## config.mk

```make
export PLATFORM = sky130hd
export DESIGN_NAME = coalescing_event_ring_queue_top
export DESIGN_NICKNAME = d
export VERILOG_FILES = /design/src/cerq_pkg.sv /design/src/cerq_ram.sv /design/src/coalescing_event_ring_queue_top.sv
export SDC_FILE = /design/constraint.sdc
export NUM_CORES = 1
export LEC_CHECK = 0
export BUFFER_PORTS_ARGS = -buffer_cell sky130_fd_sc_hd__buf_2
export CORE_MARGIN = 2
export CORE_UTILIZATION = 50
export DETAILED_ROUTE_END_ITERATION = 10
export PLACE_DENSITY = 0.66
export SYNTH_ARGS = -nofsm -noshare
export SYNTH_HDL_FRONTEND = slang
export SYNTH_SLANG_ARGS = --single-unit
```

## constraint.sdc

```tcl
create_clock -name clock -period 14.9 [get_ports clock]
set_input_delay 0.745 -clock clock [delete_from_list [all_inputs] [get_ports clock]]
set_output_delay 0.745 -clock clock [all_outputs]
set_load 0.1 [all_outputs]
```

## src/cerq_pkg.sv

```systemverilog
// shared types and constants for the coalescing event ring queue
// no dependencies; imported by the top level

package cerq_pkg;

   localparam int DEPTH_DEFAULT = 16;
   localparam int CAP_W         = 5;
   localparam int CODE_W        = 3;
   localparam int STATUS_W      = 2;
   localparam logic [CAP_W-1:0] CAP_RESET = 5'd16;

   typedef enum logic [1:0] {
      MODE_ENQ     = 2'd0,
      MODE_DEQ     = 2'd1,
      MODE_SET_OVL = 2'd2,
      MODE_CLR_OVL = 2'd3
   } mode_type;

   typedef enum logic [STATUS_W-1:0] {
      STATUS_OK    = 2'd0,
      STATUS_FULL  = 2'd1,
      STATUS_EMPTY = 2'd2
   } status_type;

   typedef struct packed {
      status_type        status;
      logic [CODE_W-1:0] event_out;
      logic              is_empty;
      logic              overlay_on;
   } rsp_type;

endpackage

```

## src/cerq_ram.sv

```systemverilog
// generic single-write, single-read ram with registered read data
// read during write to the same address returns the old data; no dependencies

module cerq_ram #(
   parameter int WIDTH = 8,
   parameter int DEPTH = 16
) (
   input  logic                     clock,
   input  logic                     wr_en,
   input  logic [$clog2(DEPTH)-1:0] wr_addr,
   input  logic [WIDTH-1:0]         wr_data,
   input  logic [$clog2(DEPTH)-1:0] rd_addr,
   output logic [WIDTH-1:0]         rd_data
);

   logic [WIDTH-1:0] mem_ff [DEPTH];
   logic [WIDTH-1:0] rd_data_ff;

   always_ff @(posedge clock) begin
      if (wr_en) begin
         mem_ff[wr_addr] <= wr_data;
      end
      rd_data_ff <= mem_ff[rd_addr];
   end

   assign rd_data = rd_data_ff;

endmodule

```

## src/coalescing_event_ring_queue_top.sv

```systemverilog
// coalescing event ring queue: ring fifo of event codes with an overlay slot
// depends on cerq_pkg and cerq_ram
//
// result timing: a result is on rsp_ in the cycle after its request transfer when the
//    output register is free; otherwise it waits in the skid stage behind it
// throughput: one operation per cycle; the slot ram is read every cycle at the
//    next read pointer, so a dequeue finds its code already registered;
//    req_ready drops while a result waits in the skid stage
// reset: synchronous, clears pointers, overlay state and the result stages and
//    sets capacity to 16; slot contents stay undefined until written

module coalescing_event_ring_queue_top
   import cerq_pkg::*;
#(
   parameter int DEPTH = DEPTH_DEFAULT
) (
   input  logic              clock,
   input  logic              reset,
   // request channel
   input  logic              req_valid,
   output logic              req_ready,
   input  logic [1:0]        req_mode,
   input  logic [CODE_W-1:0] req_event_code,
   // response channel
   output logic                rsp_valid,
   input  logic                rsp_ready,
   output logic [STATUS_W-1:0] rsp_status,
   output logic [CODE_W-1:0]   rsp_event_out,
   output logic                rsp_is_empty,
   output logic                rsp_overlay_on,
   // capacity register
   input  logic              csr_wr_en,
   input  logic [CAP_W-1:0]  csr_wr_data
);

   // pointer width, and a width that holds pointer+1, DEPTH and capacity
   localparam int PTR_W = $clog2(DEPTH);
   localparam int LW    = (CAP_W > PTR_W + 1) ? CAP_W : PTR_W + 1;

   // ring pointer advance against the ring length in use
   function automatic logic [PTR_W-1:0] adv(input logic [PTR_W-1:0] p,
                                            input logic [LW-1:0]    n);
      logic [LW-1:0] nx;
      nx = LW'(p) + LW'(1);
      return (nx >= n) ? '0 : nx[PTR_W-1:0];
   endfunction

   // control state
   logic [CAP_W-1:0] capacity_ff;
   logic [PTR_W-1:0] wr_ptr_ff, wr_ptr_in;
   logic [PTR_W-1:0] rd_ptr_ff, rd_ptr_in;
   logic             ovl_flag_ff, ovl_flag_in;
   logic [PTR_W-1:0] ovl_slot_ff, ovl_slot_in;

   // read-during-write forwarding for the prefetched head slot
   logic              fwd_valid_ff;
   logic [CODE_W-1:0] fwd_data_ff;

   // result register and skid stage
   logic    rsp_valid_ff;
   rsp_type rsp_data_ff;
   logic    skid_valid_ff;
   rsp_type skid_data_ff;
   rsp_type rsp_new;

   // ram port signals
   logic              ram_wr_en;
   logic [PTR_W-1:0]  ram_wr_addr;
   logic [PTR_W-1:0]  ram_rd_addr;
   logic [CODE_W-1:0] ram_rd_data;
   logic [CODE_W-1:0] head_code;

   // datapath helpers
   logic [LW-1:0]    cap_ext;
   logic [LW-1:0]    ring_len;
   logic [PTR_W-1:0] wp_adv;
   logic [PTR_W-1:0] wp_skip;
   logic [PTR_W-1:0] wp_skip_adv;
   logic [PTR_W-1:0] os_adv;
   logic [PTR_W-1:0] rp_adv;
   logic             req_xfer;
   logic             rsp_xfer;
   logic             out_free;
   logic             full;
   logic             empty;
   mode_type         mode;

   // ring length: zero acts as one, values above DEPTH act as DEPTH
   assign cap_ext  = LW'(capacity_ff);
   assign ring_len = (cap_ext == '0)          ? LW'(1) :
                     (cap_ext > LW'(DEPTH))   ? LW'(DEPTH) : cap_ext;

   assign wp_adv      = adv(wr_ptr_ff, ring_len);
   // in overlay, the first enqueue steps over the reserved slot
   assign wp_skip     = (ovl_slot_ff == wr_ptr_ff) ? wp_adv : wr_ptr_ff;
   assign wp_skip_adv = adv(wp_skip, ring_len);
   assign os_adv      = adv(ovl_slot_ff, ring_len);
   assign rp_adv      = adv(rd_ptr_ff, ring_len);

   assign full  = (wp_adv == rd_ptr_ff);
   assign empty = (wr_ptr_ff == rd_ptr_ff);
   assign mode  = mode_type'(req_mode);

   // one result may wait in the skid stage while the output register is held
   assign req_ready = !skid_valid_ff && !reset;
   assign req_xfer  = req_valid && req_ready;
   assign rsp_xfer  = rsp_valid_ff && rsp_ready;
   assign out_free  = !rsp_valid_ff || rsp_xfer;

   // head slot: ram data, unless it was written in the cycle it was read
   assign head_code = fwd_valid_ff ? fwd_data_ff : ram_rd_data;

   // operation decode and next state
   always_comb begin
      wr_ptr_in          = wr_ptr_ff;
      rd_ptr_in          = rd_ptr_ff;
      ovl_flag_in        = ovl_flag_ff;
      ovl_slot_in        = ovl_slot_ff;
      ram_wr_en          = 1'b0;
      ram_wr_addr        = wr_ptr_ff;
      rsp_new.status     = STATUS_OK;
      rsp_new.event_out  = '0;
      if (req_xfer) begin
         unique case (mode)
            MODE_ENQ: begin
               if (full) begin
                  rsp_new.status = STATUS_FULL;
               end else if (ovl_flag_ff) begin
                  ram_wr_en = 1'b1;
                  if (wp_skip == rd_ptr_ff) begin
                     // consumer drained past the reserved slot: plain enqueue
                     ovl_slot_in = os_adv;
                     wr_ptr_in   = wp_skip_adv;
                     ovl_flag_in = 1'b0;
                     ram_wr_addr = os_adv;
                  end else begin
                     wr_ptr_in   = wp_skip;
                     ram_wr_addr = ovl_slot_ff;
                  end
               end else begin
                  ram_wr_en   = 1'b1;
                  ram_wr_addr = wr_ptr_ff;
                  wr_ptr_in   = wp_adv;
               end
            end
            MODE_DEQ: begin
               if (empty) begin
                  rsp_new.status = STATUS_EMPTY;
               end else begin
                  rsp_new.event_out = head_code;
                  rd_ptr_in         = rp_adv;
               end
            end
            MODE_SET_OVL: begin
               if (!ovl_flag_ff) begin
                  ovl_flag_in = 1'b1;
                  ovl_slot_in = wr_ptr_ff;
               end
            end
            MODE_CLR_OVL: begin
               ovl_flag_in = 1'b0;
               ovl_slot_in = '0;
            end
            default: begin
               ovl_flag_in = ovl_flag_ff;
            end
         endcase
      end
      rsp_new.is_empty   = (wr_ptr_in == rd_ptr_in);
      rsp_new.overlay_on = ovl_flag_in;
   end

   // prefetch the slot that will be the head next cycle
   assign ram_rd_addr = reset ? '0 : rd_ptr_in;

   cerq_ram #(
      .WIDTH (CODE_W),
      .DEPTH (DEPTH)
   ) u_slots (
      .clock   (clock),
      .wr_en   (ram_wr_en),
      .wr_addr (ram_wr_addr),
      .wr_data (req_event_code),
      .rd_addr (ram_rd_addr),
      .rd_data (ram_rd_data)
   );

   // control registers
   always_ff @(posedge clock) begin
      if (reset) begin
         capacity_ff  <= CAP_RESET;
         wr_ptr_ff    <= '0;
         rd_ptr_ff    <= '0;
         ovl_flag_ff  <= 1'b0;
         ovl_slot_ff  <= '0;
         fwd_valid_ff <= 1'b0;
      end else begin
         if (csr_wr_en) begin
            capacity_ff <= csr_wr_data;
         end
         wr_ptr_ff    <= wr_ptr_in;
         rd_ptr_ff    <= rd_ptr_in;
         ovl_flag_ff  <= ovl_flag_in;
         ovl_slot_ff  <= ovl_slot_in;
         fwd_valid_ff <= ram_wr_en && (ram_wr_addr == ram_rd_addr);
      end
   end

   // forwarded code needs no reset
   always_ff @(posedge clock) begin
      fwd_data_ff <= req_event_code;
   end

   // result register and skid stage valids
   always_ff @(posedge clock) begin
      if (reset) begin
         rsp_valid_ff  <= 1'b0;
         skid_valid_ff <= 1'b0;
      end else if (out_free) begin
         rsp_valid_ff  <= skid_valid_ff || req_xfer;
         skid_valid_ff <= 1'b0;
      end else if (req_xfer) begin
         skid_valid_ff <= 1'b1;
      end
   end

   // result payloads
   always_ff @(posedge clock) begin
      if (out_free) begin
         rsp_data_ff <= skid_valid_ff ? skid_data_ff : rsp_new;
      end else if (req_xfer) begin
         skid_data_ff <= rsp_new;
      end
   end

   assign rsp_valid      = rsp_valid_ff;
   assign rsp_status     = rsp_data_ff.status;
   assign rsp_event_out  = rsp_data_ff.event_out;
   assign rsp_is_empty   = rsp_data_ff.is_empty;
   assign rsp_overlay_on = rsp_data_ff.overlay_on;

   // a waiting skid entry always sits behind a held result
   a_skid_behind_out: assert property (@(posedge clock) disable iff (reset)
      skid_valid_ff |-> rsp_valid_ff)
      else $error("skid stage holds a result with an empty output register");

   // a request transfer into a free output shows up as a result next cycle
   a_xfer_to_out: assert property (@(posedge clock) disable iff (reset)
      (req_xfer && !rsp_valid_ff) |=> rsp_valid_ff)
      else $error("request transfer produced no result");

   // a rejected enqueue leaves the write pointer alone
   a_full_holds_wp: assert property (@(posedge clock) disable iff (reset)
      (req_xfer && mode == MODE_ENQ && full) |=> $stable(wr_ptr_ff))
      else $error("write pointer moved on a full enqueue");

   // a dequeue from an empty ring leaves the read pointer alone
   a_empty_holds_rp: assert property (@(posedge clock) disable iff (reset)
      (req_xfer && mode == MODE_DEQ && empty) |=> $stable(rd_ptr_ff))
      else $error("read pointer moved on an empty dequeue");

endmodule
```

* After elaboration in Yosys (flattened, before gate mapping) *
Memory sizes are Yosys's and may differ from the RTL's. A register that Yosys moved wholly into a read port is not among the register bits.
Index checks and enable logic that the tools add are counted.

cells by class
  $add $sub $neg = 4
  $lt $le $gt $ge = 5
  equal/unequal tests = 12
  muxes and demuxes = 43
  bitwise logic cells = 1
  reductions and logical operators = 15

operator list
  cell                 number
  $mux 4               22
  $eq 4x4->1           6
  $add 4x1->5 const B  4
  $ge 5x5->1           4
  $mux 5               3
  $pmux 4 s3           1
  $mux 1               10
  $mux 3               3
  $mux 7               1
  $ne 2x2->1 const B   3
  $gt 5x5->1 const B   1
  $logic_not 5->1      1
  $reduce_and 5->1     1
  $eq 2x2->1 const B   2
  $logic_and 1x1->1    4
  $pmux 2 s2           1
  $logic_not 1->1      3
  $pmux 1 s3           1
  $reduce_bool 3->1    1
  $eq 2x1->1 const B   1
  $logic_not 2->1      1
  $logic_or 1x1->1     2
  $mux 2               1
  $reduce_and 2->1     1
  2 further kinds      2

storage, ports and cells
  register bits = 38
  RAM bits = 48
  bits of input ports = 15
  output and inout bits = 9
  logic and storage cells = 98
  memories = 1

memories
  name            depth  bits a word  read ports  clocked after memory_dff  write ports  line            source
  u_slots.mem_ff  16     3            1           1                         1            cerq_ram.sv:16  logic [WIDTH-1:0] mem_ff [DEPTH];

* Depth between registers and ports, before layout *
  word-level depth = 16
  depth in mapped cells = 22
  mapped depth without buffers = 22

* By module *
From an unflattened synthesis, not the netlist that was laid out.

second synthesis, totals
  cell total of the unflattened synthesis = 457
  area total of the unflattened synthesis = 5,183.7 sq um

by module, submodules not included
  module                           instances  cells each  area an instance (sq um)  seq. area each (sq um)
  coalescing_event_ring_queue_top  1          354         3,171.8                   900.9
  cerq_ram                         1          103         2,011.9                   1,501.4

* Worst setup path before layout *
No wires, ideal clock.

  path type = register to register
  start = register wr_ptr_ff[0]
  end = register rsp_data_ff, in the netlist rsp_is_empty, data pin
  library setup time = 0.180 ns
  data arrival time = 4.592 ns
  required time = 14.720 ns
  slack = 10.128 ns
  stages on the path, launching flop included = 23
  path buffers = 0
  clock period less this slack = 4.772 ns
  path through = dfxtp_1 ha_1 xnor2_1 inv_2 ha_1 a21oi_2 o21ai_4 a21oi_1 nand2b_1 o21ai_0 ha_1 xor2_1 ha_1 a21oi_1 o21ai_0 a21o_1 a21oi_1 or3b_1 a31oi_1 o21ai_1 mux2i_1 o21bai_1 o41ai_2

between the ends
  longest elaborated chain between the ends = 14
  elaborated cells between the ends (all ways) = 21
  classes of those cells = add/sub (2); order compare (2); eq/ne (5); mux (12)

RTL lines
  item                    line                                    source
  start, declared         coalescing_event_ring_queue_top.sv:50   logic [PTR_W-1:0] wr_ptr_ff, wr_ptr_in;
  start signal, assigned  coalescing_event_ring_queue_top.sv:201  wr_ptr_ff <= wr_ptr_in;
  $add 4x1->5             coalescing_event_ring_queue_top.sv:44   nx = LW'(p) + LW'(1);
  $ge 5x5->1              coalescing_event_ring_queue_top.sv:45   return (nx >= n) ? '0 : nx[PTR_W-1:0];
  $mux 4                  coalescing_event_ring_queue_top.sv:45
  $mux 4                  coalescing_event_ring_queue_top.sv:95   assign wp_skip = (ovl_slot_ff == wr_ptr_ff) ? wp_adv : wr_ptr_ff;
  $add 4x1->5             coalescing_event_ring_queue_top.sv:44
  $ge 5x5->1              coalescing_event_ring_queue_top.sv:45
  $mux 4                  coalescing_event_ring_queue_top.sv:45
  $mux 4                  coalescing_event_ring_queue_top.sv:130  if (wp_skip == rd_ptr_ff) begin
  $mux 4                  coalescing_event_ring_queue_top.sv:128  end else if (ovl_flag_ff) begin
  $mux 4                  coalescing_event_ring_queue_top.sv:126  if (full) begin
  $mux 4                  coalescing_event_ring_queue_top.sv:124  unique case (mode)
  $mux 4                  coalescing_event_ring_queue_top.sv:123  if (req_xfer) begin
  $eq 4x4->1 (*)          coalescing_event_ring_queue_top.sv:169  rsp_new.is_empty = (wr_ptr_in == rd_ptr_in);
  $mux 7 (*)              coalescing_event_ring_queue_top.sv:230  rsp_data_ff <= skid_valid_ff ? skid_data_ff : rsp_new;
  end signal, assigned    coalescing_event_ring_queue_top.sv:230
  end, declared           coalescing_event_ring_queue_top.sv:61   rsp_type rsp_data_ff;

Every way passes the cells marked *; elsewhere a longest branch is shown, timed or not.
A chain may end at the register's enable or synchronous reset.

* Final worst setup path *
Same ends and word-level chain as after synthesis.

==> qor.txt <==
Number of synthesized flops with an enable pin: 62
Drt wl/cell: 18.74 µm
Worst r2r path cells: 22
Post-Syn Instances: 479
Fmax: 170.8 MHz
Cell leakage power: 2.154 nW
# setup viols final: 0
Crit. Startpoint: wr_ptr_ff[0]$_SDFF_PP0_
Routability cong.: 0.9073
First-pass GRT wire length: 19350 µm
Register area share after synthesis: 45.83%
CP Cell Sequence: ha_1 > xnor2_1 > inv_2 > ha_1 > a21oi_2 > o21ai_4 > a21oi_1 > nand2b_1 > o21ai_0 > ha_1 > xor2_1 > ha_1 > a21oi_1 > o21ai_0 > a21o_1 > a21oi_1 > or3b_1 > a31oi_1 > o21ai_1 > mux2i_1 > o21bai_1 > o41ai_2
Max-cap violations: 0
Crit. End Element: flip-flop
End point of the critical path: rsp_is_empty$_DFFE_PP_
Antenna violations before repair: 0
Grt ovf: 0
Total CTS buffers: 9
Critical path data required time: 15.09 ns
CP max stage cell: dfxtp_1
H-tree lvl count: 3
DR iter-0 viols: 256
CTS tree: done
CP Data Arrival Time: 6.04 ns
DRC: 0
DR vias: 3758
Maximum root-to-sink buffer count: 2
Num ports: 24
Final hold vios: 0
ANT cells: 0
Layout cells sized above 1: 15.24%
Slew @ Worst Pin: 1.065 ns
CP Max Fanout: 18
Syn avg cell area: 10.94 µm²
Mapped cell area: 0.005241 mm²
Worst Hold Class: reg2reg
Synth Warn #: 0
Vias in the first global route: 3785
Hold Buf Count CTS: 0
Fin Setup TNS: 0 ns
Kind of critical path: reg2reg
Clock Pin Slew Worst Setup and Hold Paths: 0.10 ns
Post-CTS Setup Bufs: 0
Layout net count: 526
Min Clock Period, post-route: 5.853 ns
Period utilization: 39.28%
Tot Pwr: 522.5 µW
Die X: 106.4 µm
RSZ-0062 raised after global routing: no
Total track usage: 22.24%
Number of synthesized register bits: 89
# rows: 37
Final WS setup: 9.047 ns
Pre-CTS WS: 9.140 ns
Core area: 0.01023 mm²
Final slew viol count: 0
Filler Cells Inserted: 880
DIE HEIGHT: 106.4 µm
Post-DP HPWL: 8680 µm
Top FF cell, synth: edfxtp_1
Worst skew pair latency: 0.37 ns
Pre-antenna DRT Iters: 6
Reg2reg setup slack: 9.05 ns
Post_cts resized: 0
Largest net degree at the start of global routing: 19
Layout Skew: 0.01576 ns
Post-synth net total: 518
Clock sink total: 89
Synth async-reset ratio: 0%
DIE AREA: 0.01132 mm²
Routed wire length: 11770 µm
Pwr dens: 93.72 mW/mm²
Reg2reg start: wr_ptr_ff[0]$_SDFF_PP0_
CTS root buf: clkbuf_8
Worst r2r dst: rsp_is_empty$_DFFE_PP_
Count of cell types in the netlist: 72
Number of vias per cell: 5.984
CP max stage delay: 0.81 ns
Port Buffers: 23
Routed Antenna Nets: 0
Outcome: completed
Peak supply drop: 0.04849 mV
Layout area overhead: 6.374%
CP dominant cell by count: ha_1
Initial Util: 51.23%
Slew HR: 28.99%
CP startpoint kind: flip-flop
==> worst min path at each step <==
stage	slack, ns	end	cells after the start	start
detailed placement	0.52	rsp_status[0]$_DFFE_PP_	1	skid_data_ff[5]$_DFFE_PP_
global route	0.54	rsp_event_out[2]$_DFFE_PP_	1	skid_data_ff[4]$_DFFE_PP_
CTS	0.54	rsp_event_out[2]$_DFFE_PP_	1	skid_data_ff[4]$_DFFE_PP_
global placement	0.49	cap_ext[0]$_SDFFE_PP0P_	2	cap_ext[0]$_SDFFE_PP0P_
floorplan	0.46	cap_ext[0]$_SDFFE_PP0P_	2	cap_ext[0]$_SDFFE_PP0P_
finish	0.53	rsp_event_out[2]$_DFFE_PP_	1	skid_data_ff[4]$_DFFE_PP_
==> per-layer routing <==
metal  share of wire [%]  wire length [µm]  GRT usage, %  up-vias
met2                  47              5507         36.36      118
met4                 2.2               258         8.271        0
li1                    -                 -             -     1820
met5                   0                 0             0        -
met1                  45              5324         29.88     1796
met3                 5.8               677         3.433       24
==> metrics by stage <==
step	instances	instance area, µm²	util, %	hold slack [ns]
floorplan	479	5241	-	0.4611
global placement	612	5374	52.53	0.4927
detailed placement	612	5374	52.53	0.5179
CTS	628	5575	54.49	0.5368
global route	628	5575	54.49	0.5357
finish	628	5575	54.49	0.5271
==> power breakdown <==
| group | internal [mW] | total (mW) | switching [mW] |
|---|---|---|---|
| Sequential | 0.269 | 0.273 | 0.00477 |
| Clock | 0.0799 | 0.169 | 0.0891 |
| Combinational | 0.0250 | 0.0802 | 0.0552 |
==> registers in the layout (all words and copies together), names as in the netlist <==
name             count
skid_valid_ff        1
u_slots.mem_ff      48
ovl_slot_ff          4
fwd_valid_ff         1
ovl_flag_ff          1
cap_ext              5
rsp_overlay_on       1
wr_ptr_ff            4
skid_data_ff         7
rsp_is_empty         1
fwd_data_ff          3
rsp_valid            1
u_slots.rd_data      3
rsp_status           2
rd_ptr_ff            4
rsp_event_out        3
==> synthesized netlist by cell type, types with 3 or more instances <==
master,number,share of area (%)
xnor2_1,13,2.2
inv_1,10,0.72
buf_4,7,1.0
xnor2_2,7,2.2
mux2_2,4,0.86
o21ai_0,12,1.1
nand2_1,33,2.4
clkbuf_1,10,0.72
xor2_1,6,1.0
nand2b_1,10,1.2
ha_1,24,5.7
and2_0,3,0.36
a211oi_1,7,1.0
a31oi_1,5,0.60
a21o_1,13,1.9
a221oi_1,5,0.84
o211ai_1,3,0.43
and3_1,8,0.95
dfxtp_1,27,10
o31ai_1,3,0.43
and2_1,8,0.95
o221ai_1,9,1.5
nor2_1,28,2.0
a21oi_1,20,1.9
buf_2,8,0.76
nand3_1,9,0.86
o311a_1,3,0.57
nor3_1,27,2.6
mux2i_1,27,5.2
nor3b_1,4,0.57
edfxtp_1,62,36
o211a_1,3,0.57
or2_1,3,0.36
o21ai_1,3,0.29
==> area by class of cell <==
| cell class | count | area, µm² | area share, % |
|---|---|---|---|
| multi-input cells | 349 | 2618 | 46.95 |
| flip-flops and latches | 89 | 2402 | 43.09 |
| well taps | 136 | 170.2 | 3.052 |
| repair buffers | 25 | 130.1 | 2.334 |
| clock buffers | 10 | 127.6 | 2.289 |
| clock inverters | 6 | 73.82 | 1.324 |
| inverters | 13 | 53.80 | 0.9650 |
==> placed cells by master, fill, tap and decap left out, drive strengths merged, types with 4 or more instances in the layout <==
master and instances:
a21oi 22, and3 8, nor2 29, nand3 10
clkbuf 10, nor3 28, mux2 4, edfxtp 62
o221ai 9, nor3b 4, xor2 7, xnor2 20
dfxtp 27, a21o 14, a221oi 6, a211oi 9
nand2b 12, mux2i 27, nand2 33, o21ai 16
a31oi 5, ha 24, and2 11, inv 16
buf 25
==> critical path, delay by kind of cell, from the launching register on <==
family	cells	cell delay, ns
AOI/OAI and AO/OA	12	2.46
buffers and inverters	1	0.11
muxes	1	0.17
xor gates and xnor gates	2	0.42
adders and majority gates	4	1.20
DFF	1	0.81
and+or+nand+nor	2	0.50
==> cells by family (layout without fill, tap and decap cells) <==
kind of cell    count (synthesis)  after routing  synth area share [%]
fa+ha+maj                      24             24                 5.729
buf+inv                        41             54                 4.225
compound gates                115            115                 17.05
xor+xnor                       27             27                 5.658
simple gates                  152            152                 15.49
flops                          89             89                 45.83
mux                            31             31                 6.016
Note: power is estimated with default switching activity, not from simulation.
